[config.mk]
export PLATFORM = sky130hd
export DESIGN_NAME = klpi_ctrl
export DESIGN_NICKNAME = d
export VERILOG_FILES = /design/src/sv/klpi_pkg.sv /design/src/sv/klpi_ctrl.sv
export SDC_FILE = /design/constraint.sdc
export NUM_CORES = 1
export LEC_CHECK = 0
export BUFFER_PORTS_ARGS = -buffer_cell sky130_fd_sc_hd__buf_2
export CAP_MARGIN = 40
export CORE_AREA = 4 4 41 43
export DETAILED_ROUTE_END_ITERATION = 8
export DIE_AREA = 0 0 45 47
export PLACE_DENSITY_LB_ADDON = 0.12
export RECOVER_POWER = 25
export SETUP_SLACK_MARGIN = 0.3
export SLEW_MARGIN = 20
export SYNTH_ARGS = -nofsm -noshare
export SYNTH_HDL_FRONTEND = slang
export SYNTH_SLANG_ARGS = --single-unit
[constraint.sdc]
create_clock -name clk -period 1.47 [get_ports clk]
set_clock_uncertainty 0.2 [all_clocks]
set_input_delay 0.0735 -clock clk [delete_from_list [all_inputs] [get_ports clk]]
set_output_delay 0.0735 -clock clk [all_outputs]
set_load 0.02 [all_outputs]
[src/sv/klpi_pkg.sv]
//------------------------------------------------------------------------------
// klpi_pkg
// Shared types and constants of the k-mer linear probing index.
//------------------------------------------------------------------------------
package klpi_pkg;

    localparam int KMER_BITS = 32;
    localparam int CFG_DATA_BITS = 10;
    localparam int CFG_INDEX_BITS = 2;

    localparam logic [CFG_INDEX_BITS-1:0] CFG_KMER_LENGTH = 2'd0;
    localparam logic [CFG_INDEX_BITS-1:0] CFG_TABLE_SIZE_LOG2 = 2'd1;
    localparam logic [CFG_INDEX_BITS-1:0] CFG_MAX_KEYS = 2'd2;

    localparam logic FUNC_INSERT = 1'b0;
    localparam logic FUNC_FIND = 1'b1;

    localparam logic [1:0] STATUS_OK = 2'd0;
    localparam logic [1:0] STATUS_TABLE_FULL = 2'd1;
    localparam logic [1:0] STATUS_LIST_FULL = 2'd2;

    typedef enum logic [3:0] {
        ST_CLEAR,
        ST_IDLE,
        ST_READ,
        ST_CHECK,
        ST_VALUE_READ,
        ST_VALUE_WAIT,
        ST_EMIT,
        ST_RESULT
    } state_t;

    // Controller to datapath.
    typedef struct packed {
        logic clear_step;
        logic load_item;
        logic read_slot;
        logic advance;
        logic claim_slot;
        logic append_value;
        logic read_value;
        logic next_value;
        logic load_result;
        logic [1:0] result_status;
        logic result_found;
        logic result_from_value;
        logic result_last;
    } dp_cmd_t;

    // Datapath to controller.
    typedef struct packed {
        logic clear_done;
        logic is_find;
        logic slot_used;
        logic key_match;
        logic lap_done;
        logic limit_reached;
        logic list_full;
        logic list_empty;
        logic value_last;
        logic out_busy;
    } dp_status_t;

endpackage

[src/sv/klpi_ctrl.sv]
//------------------------------------------------------------------------------
// klpi_ctrl
// Sequencer for the clearing pass, slot probing and result emission.
//------------------------------------------------------------------------------
module klpi_ctrl (
    input  logic                 clk,
    input  logic                 rst_n,
    input  logic                 in_valid,
    output logic                 in_ready,
    output klpi_pkg::dp_cmd_t    cmd,
    input  klpi_pkg::dp_status_t sts
);
    import klpi_pkg::*;

    state_t state_reg, state_next;

    always_ff @(posedge clk or negedge rst_n)
    begin
        if (!rst_n)
            state_reg <= ST_CLEAR;
        else
            state_reg <= state_next;
    end

    always_comb
    begin
        state_next = state_reg;
        cmd = '0;
        in_ready = 1'b0;
        case (state_reg)
            ST_CLEAR:
            begin
                if (sts.clear_done)
                    state_next = ST_IDLE;
                else
                    cmd.clear_step = 1'b1;
            end
            ST_IDLE:
            begin
                in_ready = 1'b1;
                if (in_valid)
                begin
                    cmd.load_item = 1'b1;
                    state_next = ST_READ;
                end
            end
            ST_READ:
            begin
                cmd.read_slot = 1'b1;
                state_next = ST_CHECK;
            end
            ST_CHECK:
            begin
                if (sts.slot_used && !sts.key_match && !sts.lap_done)
                begin
                    cmd.advance = 1'b1;
                    state_next = ST_READ;
                end
                else if (sts.is_find)
                begin
                    if (sts.slot_used && sts.key_match && !sts.list_empty)
                        state_next = ST_VALUE_READ;
                    else
                        state_next = ST_RESULT;
                end
                else
                    state_next = ST_RESULT;
            end
            ST_VALUE_READ:
            begin
                cmd.read_value = 1'b1;
                state_next = ST_VALUE_WAIT;
            end
            ST_VALUE_WAIT:
            begin
                if (!sts.out_busy)
                begin
                    cmd.load_result = 1'b1;
                    cmd.result_from_value = 1'b1;
                    cmd.result_found = 1'b1;
                    cmd.result_status = STATUS_OK;
                    cmd.result_last = sts.value_last;
                    state_next = ST_EMIT;
                end
            end
            ST_EMIT:
            begin
                if (sts.value_last)
                    state_next = ST_IDLE;
                else
                begin
                    cmd.next_value = 1'b1;
                    state_next = ST_VALUE_READ;
                end
            end
            ST_RESULT:
            begin
                if (!sts.out_busy)
                begin
                    cmd.load_result = 1'b1;
                    cmd.result_last = 1'b1;
                    state_next = ST_IDLE;
                    if (sts.is_find)
                        cmd.result_status = STATUS_OK;
                    else if (sts.slot_used && sts.key_match)
                    begin
                        cmd.result_found = 1'b1;
                        if (sts.list_full)
                            cmd.result_status = STATUS_LIST_FULL;
                        else
                            cmd.append_value = 1'b1;
                    end
                    else if (sts.slot_used || sts.limit_reached)
                        cmd.result_status = STATUS_TABLE_FULL;
                    else
                    begin
                        cmd.result_found = 1'b1;
                        cmd.claim_slot = 1'b1;
                    end
                end
            end
            default: state_next = ST_IDLE;
        endcase
    end

    a_no_accept_clear: assert property (@(posedge clk) disable iff (!rst_n)
        state_reg == ST_CLEAR |-> !in_ready)
        else $error("input accepted during clearing pass");
    a_one_write: assert property (@(posedge clk) disable iff (!rst_n)
        $countones({cmd.claim_slot, cmd.append_value, cmd.clear_step}) <= 1)
        else $error("conflicting memory writes");
    a_write_with_result: assert property (@(posedge clk) disable iff (!rst_n)
        cmd.claim_slot || cmd.append_value |-> cmd.load_result)
        else $error("table written without a result");
endmodule

==> run metrics <==
I/O Buffers 27; Clock Latency Late Sink 0.23 ns; Layout Nets 109; Least-Margin Pin Slew 0.434 ns; Via Count 542; largest net degree at the start of global routing 11; vias in the first global route 519; failing checks negative setup slack; grt met3 use 2.68%; Pint 0.905 mW; Synth Register Bits 3; leakage power 0.439 nW; P_sw 0.703 mW; DR DRC count 0; CP max FO 4; Worst Hold End state_reg[2]; Clk pin slew, worst setup/hold paths 0.04 ns; vias per cell 4.93; final setup margin -0.249 ns; cells after synthesis 50; Synth cell types 25; FF-to-FF Start state_reg[2]; global-route wire length before repair 2170 um; Crit path arrival time 1.45 ns; met2 GRT Util 21.8%; die width 45 um; RePlAce Congestion 0.736; final hold violations 0; met1 Use GR 19.2%; Mapped Avg Cell Area 7.43 sq um; Starting Density 28.6%; max reg flops 3; GRT busiest layer met2; critical path class reg2out; core box area 1300 sq um; Synth Net Count 63; status finished with violations; Hold Path Depth 4; Num CTS Buffers 3; share of power burned in registers 10.7%; fill cell count 114; WL/cell 13.0 um; I/O Pins 28; Worst EP required 1.20 ns; switch share 43.7%; final WL 1430 um; Logic pwr share 80.4%; Seq/Total Area, Yosys 20.2%; Tmin final 1.72 ns; Tot Pwr 1.61 mW; die area 2120 sq um; maxcap violations 0; antenna violations before repair 0; Cell Rows 13; H-tree levels 1; Syn. warnings 0; DPL Wire Length 982 um; final design utilization 69.4%; VDD IR max 0.00104 V; hold_sp sts[0]; final period utilization 117%; area grow syn2layout 143%; Hold Crit Class in2reg; setup repair after global routing missed its margin yes; R2R Setup Slk -0.09 ns; startpoint types register; Worst R2R Path Depth 5; layout cells sized above 1 70.5%; critical path endpoint category output port; clock share of power 8.9%; Fmax 582 MHz; Final Max Slew Viols 0; Root Driver clkbuf_4; total gr overflow 0; initial drt markers 11; Power per Cell Area 1780 nW/um^2; Max Buffers Root-to-Sink 2; final antenna-violating net count 0; DIE HEIGHT 47 um; ant diodes 0; Critical R2R Capture state_reg[0]; drt pass-1 iters 4; relative slew slack 71.0%; endpoints failing setup 14; CTS tree yes; Post-Syn Area 372 sq um; Clock Sinks 3; All-Layer GR Usage 14.0%
==> power by group through the flow <==
| stage | clock network, mW | registers (mW) | logic, mW |
|---|---|---|---|
| 2_1_floorplan | 0 | 0.159 | 0.556 |
| 3_3_place_gp | 0 | 0.173 | 0.827 |
| 3_5_place_dp | 0 | 0.174 | 0.827 |
| 4_1_cts | 0.147 | 0.170 | 1.08 |
| 5_1_grt | 0.163 | 0.177 | 1.37 |
| 6_report | 0.143 | 0.172 | 1.29 |
==> per-stage QoR <==
step,std cells,hold slack (ns),setup TNS (ns),worst slack (ns),instance area [sq um]
global placement,98,-0.328,-0.0913,-0.0385,632
floorplan,50,-0.422,-0.0605,-0.0303,434
CTS,107,0.0475,-1.67,-0.254,817
global route,110,0.0638,-2.73,-0.320,903
detailed placement,98,-0.324,-0.0968,-0.0336,632
finish,110,0.0540,-1.78,-0.249,903
==> layout make-up <==
cell class	instances	area, sq um	share of cell area (%)
Clock buffer	4	26.3	2.91
Multi-Input combinational cell	39	375	41.6
Tap cell	15	18.8	2.08
Sequential cell	3	75.1	8.31
Inverter	5	21.3	2.35
Timing Repair Buffer	44	387	42.8
==> timing repair <==
| item | CTS | global route |
|---|---|---|
| hold endpoints to repair | 4 | 0 |
| hold buffers | 3 | 0 |
| endpoints found under the setup margin | 18 | 18 |
| pin swaps | 4 | 4 |
| setup buffers | 2 | 3 |
| resized for setup | 36 | 19 |
==> Yosys cell counts (all sizes together) <==
master	count	area [sq um]
buf	3	21.3
or3	1	11.3
nor3b	2	15.0
a211o	1	8.76
nand2	2	7.51
and3	2	12.5
nor2	7	26.3
xnor2	1	8.76
a22o	1	8.76
nand3b	1	20.0
dfrtp	3	75.1
nor3	4	20.0
a221o	1	10.0
and4b	1	10.0
a22oi	1	7.51
nor4	2	12.5
and4bb	1	12.5
o21bai	2	15.0
inv	5	18.8
nand2b	1	6.26
o31ai	1	7.51
o21ai	2	10.0
a21oi	4	20.0
nor2b	1	6.26
==> worst max path at each step <==
stage	slack (ns)	end	startpoint	cells after the start
2_1_floorplan	-0.03	cmd[4]	state_reg[2]	4
3_3_place_gp	-0.04	state_reg[0]	state_reg[0]	4
3_5_place_dp	-0.03	cmd[4]	state_reg[2]	4
4_1_cts	-0.25	cmd[4]	state_reg[0]	4
5_1_grt	-0.32	cmd[4]	state_reg[0]	4
6_report	-0.25	cmd[4]	state_reg[0]	4
==> logic make-up after synthesis <==
kind of cell	count (synthesis)	synth area share [%]
buffers and inverters	8	10.8
and+or+nand+nor	25	43.1
DFF	3	20.2
xor gates and xnor gates	1	2.36
AOI/OAI and AO/OA	13	23.6
==> metal layers <==
layer  share of wire [%]  wire [um]
met1                  43        615
met2                  51        727
met3                 6.3         90
met4                   0          0
met5                   0          0
==> worst max-delay path, cell delays in order, from the launching register on <==
cell      delay [ns]
dfrtp_1         0.40
nand3b_4        0.09
or3_4           0.40
nor3_4          0.19
buf_6           0.14
==> cells in the final DEF (no fill, tap or decap), types with 2 or more instances in the layout <==
master         instances
buf_6                 19
buf_2                 12
buf_4                  9
inv_1                  3
nor2_4                 3
nor3_4                 3
nor2_2                 3
a21oi_1                3
clkbuf_4               3
dlygate4sd3_1          3
dfrtp_1                3
and3_4                 2
o21bai_1               2
(Power assumes the default switching activity.)
